`src/sv/tiny_rm_pkg.sv`:
```
// Shared constants, operation codes and word types of the tiny register machine unit.
// No dependencies; every other file of the unit but tiny_rm_ram imports this package.
`timescale 1ns / 1ps
`default_nettype none

package tiny_rm_pkg;

    localparam int MEM_WORDS  = 1024;
    localparam int MEM_AW     = $clog2(MEM_WORDS);
    localparam int REG_COUNT  = 31;
    localparam int REG_AW     = 5;
    localparam int PROG_WORDS = 256;
    localparam int PC_W       = 9;
    localparam int XLEN       = 32;
    localparam int OP_W       = 4;
    localparam int TGT_W      = 8;
    localparam int PADDR_W    = 10;

    localparam int IN_TDATA_W  = 72;
    localparam int OUT_TDATA_W = 48;

    localparam logic [OP_W-1:0] OP_NOP     = 4'd0;
    localparam logic [OP_W-1:0] OP_LDI     = 4'd1;
    localparam logic [OP_W-1:0] OP_LD      = 4'd2;
    localparam logic [OP_W-1:0] OP_ST      = 4'd3;
    localparam logic [OP_W-1:0] OP_ADD     = 4'd4;
    localparam logic [OP_W-1:0] OP_MUL     = 4'd5;
    localparam logic [OP_W-1:0] OP_MOVI    = 4'd6;
    localparam logic [OP_W-1:0] OP_BRANCH  = 4'd7;
    localparam logic [OP_W-1:0] OP_PRELOAD = 4'd8;

    typedef struct packed {
        logic                    is_preload;
        logic                    is_ld;
        logic                    is_st;
        logic                    is_add;
        logic                    is_mul;
        logic                    is_imm;
        logic                    is_branch;
        logic                    is_unk;
        logic                    rd_ok;
        logic                    rs1_ok;
        logic                    rs2_ok;
        logic [REG_AW-1:0]       dest;
        logic [REG_AW-1:0]       src1;
        logic [REG_AW-1:0]       src2;
        logic signed [XLEN-1:0]  imm;
        logic [TGT_W-1:0]        target;
        logic [PADDR_W-1:0]      paddr;
    } t_req;

    typedef struct packed {
        logic [PC_W-1:0]         next_pc;
        logic                    halted;
        logic                    wrote_reg;
        logic signed [XLEN-1:0]  written_value;
        logic                    mem_written;
        logic                    bad_address;
        logic                    unknown_op;
    } t_result;

endpackage

`default_nettype wire

```
`src/sv/tiny_rm_front.sv`:
```
// Input side: accepts instruction words, decodes the operation and queues them.
// Depends on tiny_rm_pkg.
`timescale 1ns / 1ps
`default_nettype none

module tiny_rm_front (
    input  wire logic                               i_clk,
    input  wire logic                               i_rst_n,
    input  wire logic                               i_s_tvalid,
    output logic                                    o_s_tready,
    input  wire logic [tiny_rm_pkg::IN_TDATA_W-1:0] i_s_tdata,
    input  wire logic [tiny_rm_pkg::OP_W-1:0]       i_s_tuser,
    input  wire logic                               i_clearing,
    input  wire logic                               i_head_pop,
    output tiny_rm_pkg::t_req                       o_head,
    output logic                                    o_head_valid
);

    import tiny_rm_pkg::*;

    localparam int QDEPTH = 2;
    localparam int QPW    = $clog2(QDEPTH);
    localparam int QCW    = $clog2(QDEPTH + 1);

    t_req             r_q [QDEPTH];
    logic [QPW-1:0]   r_wp;
    logic [QPW-1:0]   r_rp;
    logic [QCW-1:0]   r_cnt;
    t_req             n_req;
    logic             push;

    always_comb begin
        n_req            = '0;
        n_req.dest       = i_s_tdata[4:0];
        n_req.src1       = i_s_tdata[9:5];
        n_req.src2       = i_s_tdata[14:10];
        n_req.imm        = i_s_tdata[46:15];
        n_req.target     = i_s_tdata[54:47];
        n_req.paddr      = i_s_tdata[64:55];
        n_req.rd_ok      = 32'(n_req.dest) < REG_COUNT;
        n_req.rs1_ok     = 32'(n_req.src1) < REG_COUNT;
        n_req.rs2_ok     = 32'(n_req.src2) < REG_COUNT;
        unique case (i_s_tuser) inside
            OP_NOP:           ;
            OP_LDI, OP_MOVI:  n_req.is_imm     = 1'b1;
            OP_LD:            n_req.is_ld      = 1'b1;
            OP_ST:            n_req.is_st      = 1'b1;
            OP_ADD:           n_req.is_add     = 1'b1;
            OP_MUL:           n_req.is_mul     = 1'b1;
            OP_BRANCH:        n_req.is_branch  = 1'b1;
            OP_PRELOAD:       n_req.is_preload = 1'b1;
            default:          n_req.is_unk     = 1'b1;
        endcase
    end

    assign o_s_tready   = (r_cnt < QCW'(QDEPTH)) && !i_clearing;
    assign push         = i_s_tvalid && o_s_tready;
    assign o_head       = r_q[r_rp];
    assign o_head_valid = r_cnt != '0;

    always_ff @(posedge i_clk) begin
        if (!i_rst_n) begin
            r_wp  <= '0;
            r_rp  <= '0;
            r_cnt <= '0;
        end else begin
            if (push) begin
                r_wp <= r_wp + 1'b1;
            end
            if (i_head_pop) begin
                r_rp <= r_rp + 1'b1;
            end
            if (push && !i_head_pop) begin
                r_cnt <= r_cnt + 1'b1;
            end else if (!push && i_head_pop) begin
                r_cnt <= r_cnt - 1'b1;
            end
        end
    end

    always_ff @(posedge i_clk) begin
        if (push) begin
            r_q[r_wp] <= n_req;
        end
    end

endmodule

`default_nettype wire

```
`config.mk`:
```
export PLATFORM = sky130hd
export DESIGN_NAME = tiny_rm_front
export DESIGN_NICKNAME = d
export VERILOG_FILES = /design/src/sv/tiny_rm_pkg.sv /design/src/sv/tiny_rm_front.sv
export SDC_FILE = /design/constraint.sdc
export NUM_CORES = 1
export LEC_CHECK = 0
export BUFFER_PORTS_ARGS = -buffer_cell sky130_fd_sc_hd__buf_2
export CORE_ASPECT_RATIO = 0.6
export CORE_MARGIN = 4
export CORE_UTILIZATION = 47
export DETAILED_ROUTE_END_ITERATION = 10
export PLACE_DENSITY = 0.85
export SETUP_SLACK_MARGIN = 0.15
export SLEW_MARGIN = 20
export SYNTH_ARGS = -nofsm -noshare
export SYNTH_HDL_FRONTEND = slang
export SYNTH_SLANG_ARGS = --single-unit
export TNS_END_PERCENT = 1
```
`constraint.sdc`:
```
create_clock -name i_clk -period 5.09 [get_ports i_clk]
set_clock_uncertainty 0.15 [all_clocks]
set_input_delay 1.018 -clock i_clk [delete_from_list [all_inputs] [get_ports i_clk]]
set_output_delay 1.018 -clock i_clk [all_outputs]
set_load 0.1 [all_outputs]
```
* Yosys cells after proc, flatten, opt, wreduce, memory -nomap -nowiden *
Memory sizes are Yosys's and may differ from the RTL's. A register that Yosys moved wholly into a read port is not among the register bits.
Cells that the tools add are included.

operators by class
  reductions and logical operators = 12
  add/sub/neg operators = 4
  muxes and demuxes = 14
  magnitude comparators = 4
  equality and inequality tests = 8

operators with widths
  operator             count
  $eq 4x3->1 const B   4
  $lt 5x5->1 const B   3
  $mux 1               12
  $reduce_or 9->1      1
  $eq 4x2->1 const B   2
  $eq 4x1->1 const B   1
  $eq 4x4->1 const B   1
  $logic_and 1x1->1    4
  $logic_not 4->1      1
  $mux 2               2
  $reduce_bool 2->1    2
  $logic_not 1->1      3
  $add 1x1->1 const B  2
  $add 2x1->2 const B  1
  $lt 2x2->1 const B   1
  $reduce_or 2->1      1
  $sub 2x1->2 const B  1

storage, ports and cells
  bits in registers = 4
  memories = 1
  output and inout bits = 78
  input bits = 81
  word-level logic and storage cells = 46
  RAM bits = 152

memories
  memory  depth  width  rd ports  clocked after Yosys merged registers in  wr ports  RTL line             text
  r_q     2      76     1         1                                        1         tiny_rm_front.sv:25  t_req r_q [QDEPTH];

* Depth between registers and ports, before layout *
Gate-level depths: netlist of the first run.

  word-level depth = 7
  gate-level depth with buffers = 5
  depth with buffers taken out = 5

* Worst setup path before layout of the first run *
No wires, ideal clock.

  path type = input -> register
  start point = input port i_clearing
  end point = memory r_q[0][0] (netlist name) (enable)
  buffers on the path = 0
  library setup time = 0.520 ns
  stages = 2
  slack = -0.220 ns
  required time = 4.420 ns
  arrival = 4.640 ns
  path through = nor3b_4 nor2b_1

on the way
  cells in the longest elaborated chain, start to end = 5

ends and longest elaborated chain
  item                          RTL line             text
  start, declared               tiny_rm_front.sv:13  input wire logic i_clearing,
  $logic_not 1->1               tiny_rm_front.sv:56  assign o_s_tready = (r_cnt < QCW'(QDEPTH)) && !i_clearing;
  $logic_and 1x1->1             tiny_rm_front.sv:56
  $logic_and 1x1->1             tiny_rm_front.sv:57  assign push = i_s_tvalid && o_s_tready;
  $mux 1                        tiny_rm_front.sv:82  if (push) begin
  $mux 1 (implied by the code)  tiny_rm_front.sv:83  r_q[r_wp] <= n_req;
  end, declared                 tiny_rm_front.sv:25

Every way passes these cells.

==> flow_summary_export.csv, run 1 <==
group,metric,value,unit
run_status,status,"completed",
floorplan,rows,31,
clock_tree,cts_setup_buffers,0,
place,portBuffers,151,
synthesis,async_flop_share,0,%
synthesis,syn_inst,278,
sta,fin_crit_sh,71.83,%
synthesis,synth_ff_type,"edfxtp_1",
clock_tree,cts.repair.resized,0,
global_route,grt_pass1_vias,3222,
worst_setup_path,max_stage_delay,1.02,ns
routing,ant_nets,0,
worst_setup_path,start_kind,"flop",
sta,worstMarginPinSlew,1.040,ns
routing,drc,0,
floorplan,start_util,48.85,%
synthesis,yosys-top-cells-area,"edfxtp_1 76%, mux2_4 10%, mux2_2 6.8%, dfxtp_1 1.7%, buf_6 0.75%",
clock_tree,cts_tree,"done",
global_route,antenna_found_initial,1,
sta,fin_crit,3.656,ns
global_route,grt_overflow_total,0,
routing,post_drt_wl_per_cell,17.34,um
sta,fin_setup_tns,0,ns
synthesis,ys_top_cells_by_count,"152 x edfxtp_1, 40 x mux2_4, 36 x mux2_2",
worst_setup_path,required,3.92,ns
sta,hold_viol,0,
worst_setup_path,crit_chain,"buf_4 -> mux2_4 -> buf_2",
finish,antenna_cells,0,
worst_setup_path,path_class,"reg -> out",
sta,rsz0062_at_grt,"no",
floorplan,io_pins,159,
routing,vias,3078,
worst_setup_path,cp_max_fo,64,
place,gp_congestion,0.7494,
min_path,min_path_type,"reg -> reg",
power_and_ir_drop,p_per_area,462.3,nW/um^2
synthesis,synth.most_common_cell,"edfxtp_1",
synthesis,synth_top_area_share,76.24,%
global_route,grt_pass1_wl,16500,um
sta,max_slew_margin,30.69,%
synthesis,ys_seq_elements,157,
routing,drt_iter0_drc,131,
routing,drt_wl_total,10750,um
synthesis,synth_fp_nets,360,
clock_tree,root_buffer,"clkbuf_16",
global_route,grt_use_total,14.84,%
synthesis,synth_area_per_cell,21.54,sq um
finish,drive_gt1_share,57.80,%
clock_tree,clk_pin_slew,0.06,ns
synthesis,yosysWarnings,0,
worst_setup_path,end_kind,"output pin",
synthesis,synth_top_area_cell,"edfxtp_1",
power_and_ir_drop,p_leak,2.845,nW
finish,nNetsFinal,524,
worst_setup_path,arrival,2.49,ns
power_and_ir_drop,peakVddDrop,0.0003122,V
finish,regArea,4668,sq um
routing,vias_per_cell,4.965,
sta,fmax,273.5,MHz
routing,first_pass_iters,4,
sta,finalMaxSlewViolations,0,
job,maxCapViolations,0,
floorplan,die-area,14670,sq um
place,hpwlAfterDp,7171,um
global_route,grt_max_degree,77,
power_and_ir_drop,total_power,3.466,mW
synthesis,synth_edf_count,152,
worst_setup_path,crit_slowest_cell,"dfxtp_4",
floorplan,die_w,153.7,um
finish,fillers,915,
floorplan,coreArea,12260,sq um
finish,areaGrowthSynthToFinish,25.20,%
clock_tree,cts_hold_buf,0,
sta,setup_viol,0,
synthesis,synth_area,5987,sq um
synthesis,yosysSeqAreaShare,77.91,%
clock_tree,cts_inserted_buffers,17,
finish,multi_input_area,1261,sq um
floorplan,die_h,95.43,um
clock_tree,clockBufferDepth,2,
clock_tree,clock_latency,0.41,ns
clock_tree,htree_levels,4,
synthesis,synth_cell_types,29,
clock_tree,cts.sinks,157,
kinds of logic (layout without fill, tap and decap cells):
| logic type | Yosys count | in the layout | synth area share [%] |
|---|---|---|---|
| xor gates and xnor gates | 4 | 4 | 0.5853 |
| buffers and inverters | 9 | 186 | 1.191 |
| adders and majority gates | 1 | 1 | 0.2090 |
| and+or+nand+nor | 28 | 28 | 3.010 |
| muxes | 76 | 76 | 16.80 |
| AOI/OAI and AO/OA | 3 | 3 | 0.2925 |
| DFF | 157 | 157 | 77.91 |
critical path: cells and delay by family, from the launching register on:
kind | cells | cell delay (ns)
mux | 1 | 0.33
flops | 1 | 1.02
buf+inv | 2 | 0.70
sequential cells by signal, indices dropped and copies added, names as in the netlist, named ones only:
name / flops
r_cnt: 2
r_wp: 1
r_rp: 1
r_q: 152
layout make-up:
type                    instances  share of cell area, %
flip-flops and latches        157                  62.28
repair buffers                153                  10.45
multi-input cells             112                  16.83
inverters                       1                0.05008
well taps                     165                  2.754
clock inverters                13                  1.869
clock buffers                  19                  5.775
metrics by stage:
| step | area [sq um] | std cells | util, % | setup slack, ns | hold WS (ns) |
|---|---|---|---|---|---|
| after floorplan | 5989 | 278 | - | 1.230 | 0.3617 |
| after global placement | 6923 | 588 | 56.48 | 1.851 | 0.3867 |
| after detailed placement | 6923 | 588 | 56.48 | 1.821 | 0.4169 |
| after CTS | 7496 | 620 | 61.16 | 1.373 | 0.4542 |
| after global routing | 7496 | 620 | 61.16 | 1.287 | 0.4755 |
| final | 7496 | 620 | 61.16 | 1.434 | 0.4421 |
placed cells by master (no fill, tap or decap), drive strengths merged, types with 3 or more instances in the layout:
cell type,synthesis,layout
buf,8,153
edfxtp,152,152
mux2,76,76
clkbuf,0,19
clkinvlp,0,6
and2,6,6
dfxtp,5,5
inv,1,4
nor3,3,3
and3,3,3
nand3,3,3
xor2,3,3
worst paths after layout:
kind	start	end	slack (ns)	depth (start not counted)
max	flop	o_head[66]	1.43	3
max reg2reg	r_cnt[1]	r_q[0][55]	2.68	3
min reg2reg	r_rp	flop	0.44	2
min	r_rp	flop	0.44	2
power by group:
group	leakage [nW]	switching, mW	internal, mW	total, mW
combinational	1.15	0.573	0.159	0.732
sequential	1.43	0.0412	1.49	1.53
clock	0.260	0.482	0.723	1.21
total	2.84	1.10	2.37	3.47
routing by layer:
metal,wire length [um],global-route usage [%],share of wire [%],vias up
met2,5246,25.26,49,122
met5,7,0,0.065,-
met3,924,6.395,8.6,17
met1,4412,17.40,41,1508
met4,157,4.482,1.5,2
li1,-,-,-,1429
Power figures use the tool's default switching activity.
==> run 2: changes to the inputs <==
==> constraint.sdc (replaced) <==
create_clock -name i_clk -period 2.94 [get_ports i_clk]
set_clock_uncertainty 0.15 [all_clocks]
set_input_delay 0.588 -clock i_clk [delete_from_list [all_inputs] [get_ports i_clk]]
set_output_delay 0.588 -clock i_clk [all_outputs]
set_load 0.1 [all_outputs]
==> flow_summary_export.csv, run 2 (same netlist as run 1, synthesis figures left out) <==
group,metric,value,unit
run_status,status,"completed",
clock_tree,cts.repair.resized,0,
finish,drive_gt1_share,58.42,%
place,hpwlAfterDp,7498,um
global_route,grt_pass1_wl,17170,um
power_and_ir_drop,p_per_area,816.6,nW/um^2
place,gp_congestion,0.7584,
routing,vias_per_cell,4.982,
routing,drc,0,
floorplan,die_h,95.43,um
worst_setup_path,end_kind,"output pin",
routing,drt_iter0_drc,96,
worst_setup_path,max_stage_delay,0.56,ns
floorplan,start_util,48.85,%
worst_setup_path,start_kind,"flop",
clock_tree,cts_setup_buffers,0,
clock_tree,cts_tree,"done",
sta,fin_crit,2.712,ns
sta,hold_viol,0,
clock_tree,clk_pin_slew,0.06,ns
power_and_ir_drop,power_frac_clock,36.6,%
job,maxCapViolations,0,
power_and_ir_drop,peakVddDrop,0.0005286,V
finish,antenna_cells,0,
sta,finalMaxSlewViolations,0,
worst_setup_path,required,2.20,ns
clock_tree,htree_levels,4,
worst_setup_path,arrival,1.97,ns
clock_tree,root_buffer,"clkbuf_16",
min_path,min_path_type,"in -> reg",
clock_tree,cts_hold_buf,0,
sta,fin_crit_sh,92.23,%
sta,max_slew_margin,64.18,%
finish,top_register,"r_q",
finish,fillers,920,
worst_setup_path,crit_chain,"buf_12 -> mux2_4 -> buf_2",
sta,rsz0062_at_grt,"yes",
power_and_ir_drop,switchingPower,1.911,mW
sta,worstMarginPinSlew,0.5373,ns
worst_setup_path,cp_max_fo,39,
global_route,antenna_found_initial,0,
power_and_ir_drop,p_sw_share,30.91,%
global_route,grt_overflow_total,0,
place,postPlaceCellArea,6953,sq um
power_and_ir_drop,internal-power,4.272,mW
power_and_ir_drop,p_leak,2.897,nW
power_and_ir_drop,p_seq_share,42.4,%
finish,multi_input_area,1261,sq um
worst_setup_path,path_class,"reg -> out",
place,dp_cells,592,
global_route,grt_pass1_vias,3407,
finish,nNetsFinal,528,
finish,mostFrequentLayoutCell,"edfxtp_1",
finish,regArea,4668,sq um
clock_tree,cts_inserted_buffers,17,
routing,first_pass_iters,4,
sta,fmax,368.8,MHz
floorplan,coreArea,12260,sq um
global_route,grt_use_total,15.40,%
floorplan,io_pins,159,
floorplan,die_w,153.7,um
place,portBuffers,151,
finish,reg_top3,"r_q (152), r_cnt (2)",
finish,final_cell_count_no_fill,622,
finish,areaGrowthSynthToFinish,26.48,%
power_and_ir_drop,power_frac_comb,21.0,%
sta,setup_viol,0,
routing,ant_nets,0,
worst_setup_path,crit_slowest_cell,"dfxtp_4",
routing,vias,3099,
routing,post_drt_wl_per_cell,17.62,um
global_route,grt_max_degree,40,
finish,final_cell_mix,"152 x edfxtp_1, 151 x buf_2, 40 x mux2_4",
sta,whs,0.2149,ns
floorplan,rows,31,
clock_tree,cts.sinks,157,
finish,final_area,7572,sq um
floorplan,die-area,14670,sq um
finish,largest_reg_flops,152,
clock_tree,clock_latency,0.40,ns
clock_tree,clockBufferDepth,2,
routing,drt_wl_total,10960,um
==> run 2: layout make-up <==
| type | count | share of cell area (%) |
|---|---|---|
| clock buffer | 17 | 5.618 |
| clock inverter | 13 | 2.512 |
| inverter | 1 | 0.04957 |
| tap | 165 | 2.726 |
| timing repair buffer | 157 | 10.79 |
| multi-input combinational | 112 | 16.66 |
| sequential | 157 | 61.65 |
==> run 2: power by group through the flow <==
stage	clock, mW	combinational, mW	sequential (mW)
after floorplan	0	1.11	2.65
after CTS	2.32	1.31	2.62
after detailed placement	0	1.30	2.67
after global routing	2.43	1.34	2.63
after global placement	0	1.28	2.66
final	2.26	1.30	2.62
==> run 2: worst max-delay path: cells and delay by family (launching register included) <==
| family | cells | cell delay (ns) |
|---|---|---|
| buffers and inverters | 2 | 0.73 |
| flip-flops | 1 | 0.56 |
| multiplexers | 1 | 0.21 |
==> run 2: path summary, 6_finish.rpt <==
check                                   start          to  slack (ns)  cells past startpoint
worst max-delay path                     flop  o_head[72]        0.23                      3
worst min-delay path            i_s_tdata[21]  r_q[1][24]        0.21                      1
worst max register to register       r_cnt[1]  r_q[0][51]        1.04                      3
worst min register to register           r_rp        flop        0.45                      2
==> run 2: layer usage <==
layer	routed length (um)	track usage, %	part of all wire [%]
met5	0	0	0
met4	90	4.262	0.82
met3	897	6.440	8.2
met2	5228	25.40	48
met1	4741	19.01	43
==> run 2: stage by stage <==
step	total power, mW	setup TNS, ns	worst slack (ns)	util [%]
after floorplan	3.760	-21.77	-0.2865	-
after global placement	3.944	0	0.6489	56.73
after detailed placement	3.971	0	0.6381	56.73
after CTS	6.244	0	0.1858	61.75
after global routing	6.401	0	0.1431	61.78
final	6.183	0	0.2283	61.78
==> run 3: changes to the inputs <==
--- a/config.mk
+++ b/config.mk
@@ -11,7 +11,9 @@
 export CORE_UTILIZATION = 47
 export DETAILED_ROUTE_END_ITERATION = 10
 export PLACE_DENSITY = 0.85
+export RECOVER_POWER = 100
 export SETUP_SLACK_MARGIN = 0.15
+export SKIP_LAST_GASP = 1
 export SLEW_MARGIN = 20
 export SYNTH_ARGS = -nofsm -noshare
 export SYNTH_HDL_FRONTEND = slang
==> flow_summary_export.csv, run 3 (same netlist as run 1, synthesis figures left out) <==
group,metric,value,unit
sta,hold_viol,0,
sta,setup_slack,0.1689,ns
place,place_ws,0.6381,ns
worst_setup_path,end_kind,"output pin",
finish,final_cell_mix,"152 x edfxtp_1, 61 x clkbuf_2, 50 x buf_2",
global_route,grt_pass1_wl,17170,um
min_path,min_path_type,"in -> reg",
global_route,grt_use_total,15.40,%
worst_setup_path,start_kind,"flop",
clock_tree,cts_inserted_buffers,17,
worst_setup_path,max_stage_delay,0.55,ns
clock_tree,cts_tree,"done",
sta,finalMaxSlewViolations,0,
run_status,status,"completed",
worst_setup_path,arrival,2.03,ns
sta,max_slew_margin,21.34,%
place,gp_congestion,0.7584,
finish,nNetsFinal,528,
power_and_ir_drop,internal-power,4.256,mW
floorplan,die-area,14670,sq um
routing,vias_per_cell,4.969,
clock_tree,htree_levels,4,
routing,vias,3091,
floorplan,rows,31,
clock_tree,root_buffer,"clkbuf_16",
floorplan,start_util,48.85,%
routing,drt_wl_total,10940,um
worst_setup_path,path_buf_inv,2,
floorplan,coreArea,12260,sq um
routing,drc,0,
clock_tree,clk_pin_slew,0.06,ns
global_route,antenna_found_initial,0,
routing,ant_nets,0,
power_and_ir_drop,p_leak,2.774,nW
finish,drive_gt1_share,48.36,%
global_route,grt_pass1_vias,3407,
worst_setup_path,path_class,"reg -> out",
power_and_ir_drop,switchingPower,1.911,mW
finish,top_register,"r_q",
floorplan,die_w,153.7,um
worst_setup_path,cp_top_family,"buffers and inverters",
clock_tree,clockBufferDepth,2,
place,hpwlAfterDp,7498,um
sta,fin_crit_sh,94.25,%
routing,post_drt_wl_per_cell,17.59,um
finish,mostFrequentLayoutCell,"edfxtp_1",
global_route,grt_max_degree,40,
power_and_ir_drop,power_frac_comb,20.8,%
worst_setup_path,crit_slowest_cell,"dfxtp_4",
floorplan,io_pins,159,
finish,areaGrowthSynthToFinish,24.99,%
routing,first_pass_iters,4,
power_and_ir_drop,p_per_area,824.0,nW/um^2
finish,fillers,942,
worst_setup_path,crit_chain,"buf_12 -> mux2_4 -> clkbuf_2",
clock_tree,clock_latency,0.40,ns
power_and_ir_drop,p_sw_share,30.99,%
finish,largest_reg_flops,152,
global_route,grt_overflow_total,0,
power_and_ir_drop,p_seq_share,42.5,%
power_and_ir_drop,peakVddDrop,0.0005200,V
sta,rsz0062_at_grt,"yes",
sta,fin_setup_tns,0,ns
finish,reg_top3,"r_q (152), r_cnt (2)",
clock_tree,cts.sinks,157,
sta,worstMarginPinSlew,1.185,ns
sta,setup_viol,0,
finish,antenna_cells,0,
place,portBuffers,151,
worst_setup_path,required,2.20,ns
routing,drt_iter0_drc,86,
worst_setup_path,cp_max_fo,39,
sta,fin_crit,2.771,ns
power_and_ir_drop,power_frac_clock,36.7,%
floorplan,die_h,95.43,um
job,maxCapViolations,0,
clock_tree,cts_hold_buf,0,
sta,fmax,360.9,MHz
-- run 3: cell types whose count changed in the layout (fill, tap and decap cells not counted), moves of 3 or more --
cell      change
buf_2       -101
clkbuf_2     +61
clkbuf_1     +44
buf_4         -4
and2_0        +3
and2_1        -3
-- run 3: per-stage QoR --
| stage | utilization, % | total power, mW | cell area, sq um | std cells | hold slack (ns) |
|---|---|---|---|---|---|
| final | 61.06 | 6.166 | 7483 | 622 | 0.2163 |
| after global routing | 61.06 | 6.383 | 7483 | 622 | 0.1903 |
| after CTS | 61.75 | 6.244 | 7569 | 622 | 0.1950 |
| after detailed placement | 56.73 | 3.971 | 6953 | 592 | 0.4230 |
| after global placement | 56.73 | 3.944 | 6953 | 592 | 0.3935 |
| after floorplan | - | 3.760 | 5995 | 278 | 0.3617 |
-- run 3: layout make-up --
type                            instances  area (sq um)  share of cell area [%]
Inverter                                1         3.754                 0.05016
Timing Repair Buffer                  157         748.2                   9.998
Clock buffer                           17         425.4                   5.685
Clock inverter                         13         190.2                   2.541
Multi-Input combinational cell        112          1241                   16.59
Sequential cell                       157          4668                   62.38
Tap cell                              165         206.4                   2.759
-- run 3: path summary, 6_finish.rpt --
path | startpoint | cells past startpoint | end | slack, ns
hold reg to reg | r_rp | 2 | flop | 0.45
setup / recovery | flop | 3 | o_head[72] | 0.17
setup reg to reg | r_cnt[1] | 3 | r_q[0][51] | 0.41
hold / removal | i_s_tdata[21] | 1 | r_q[1][24] | 0.22
-- run 3: power by group through the flow --
stage | clock network, mW | logic (mW) | registers [mW]
6_report | 2.26 | 1.28 | 2.62
5_1_grt | 2.43 | 1.32 | 2.63
4_1_cts | 2.32 | 1.31 | 2.62
3_5_place_dp | 0 | 1.30 | 2.67
3_3_place_gp | 0 | 1.28 | 2.66
2_1_floorplan | 0 | 1.11 | 2.65
-- run 3: per-layer routing --
metal	global-route usage, %	share of wire, %	vias up
met3	6.440	8.0	11
met2	25.40	48	124
li1	-	-	1427
met4	4.262	0.68	0
met1	19.01	43	1529
met5	0	0	-
-- run 3: repair_timing --
action	CTS	global route
endpoints found under the setup margin	0	4
endpoints found under the hold margin	0	0
buffers inserted	0	0
gates resized for setup	0	1
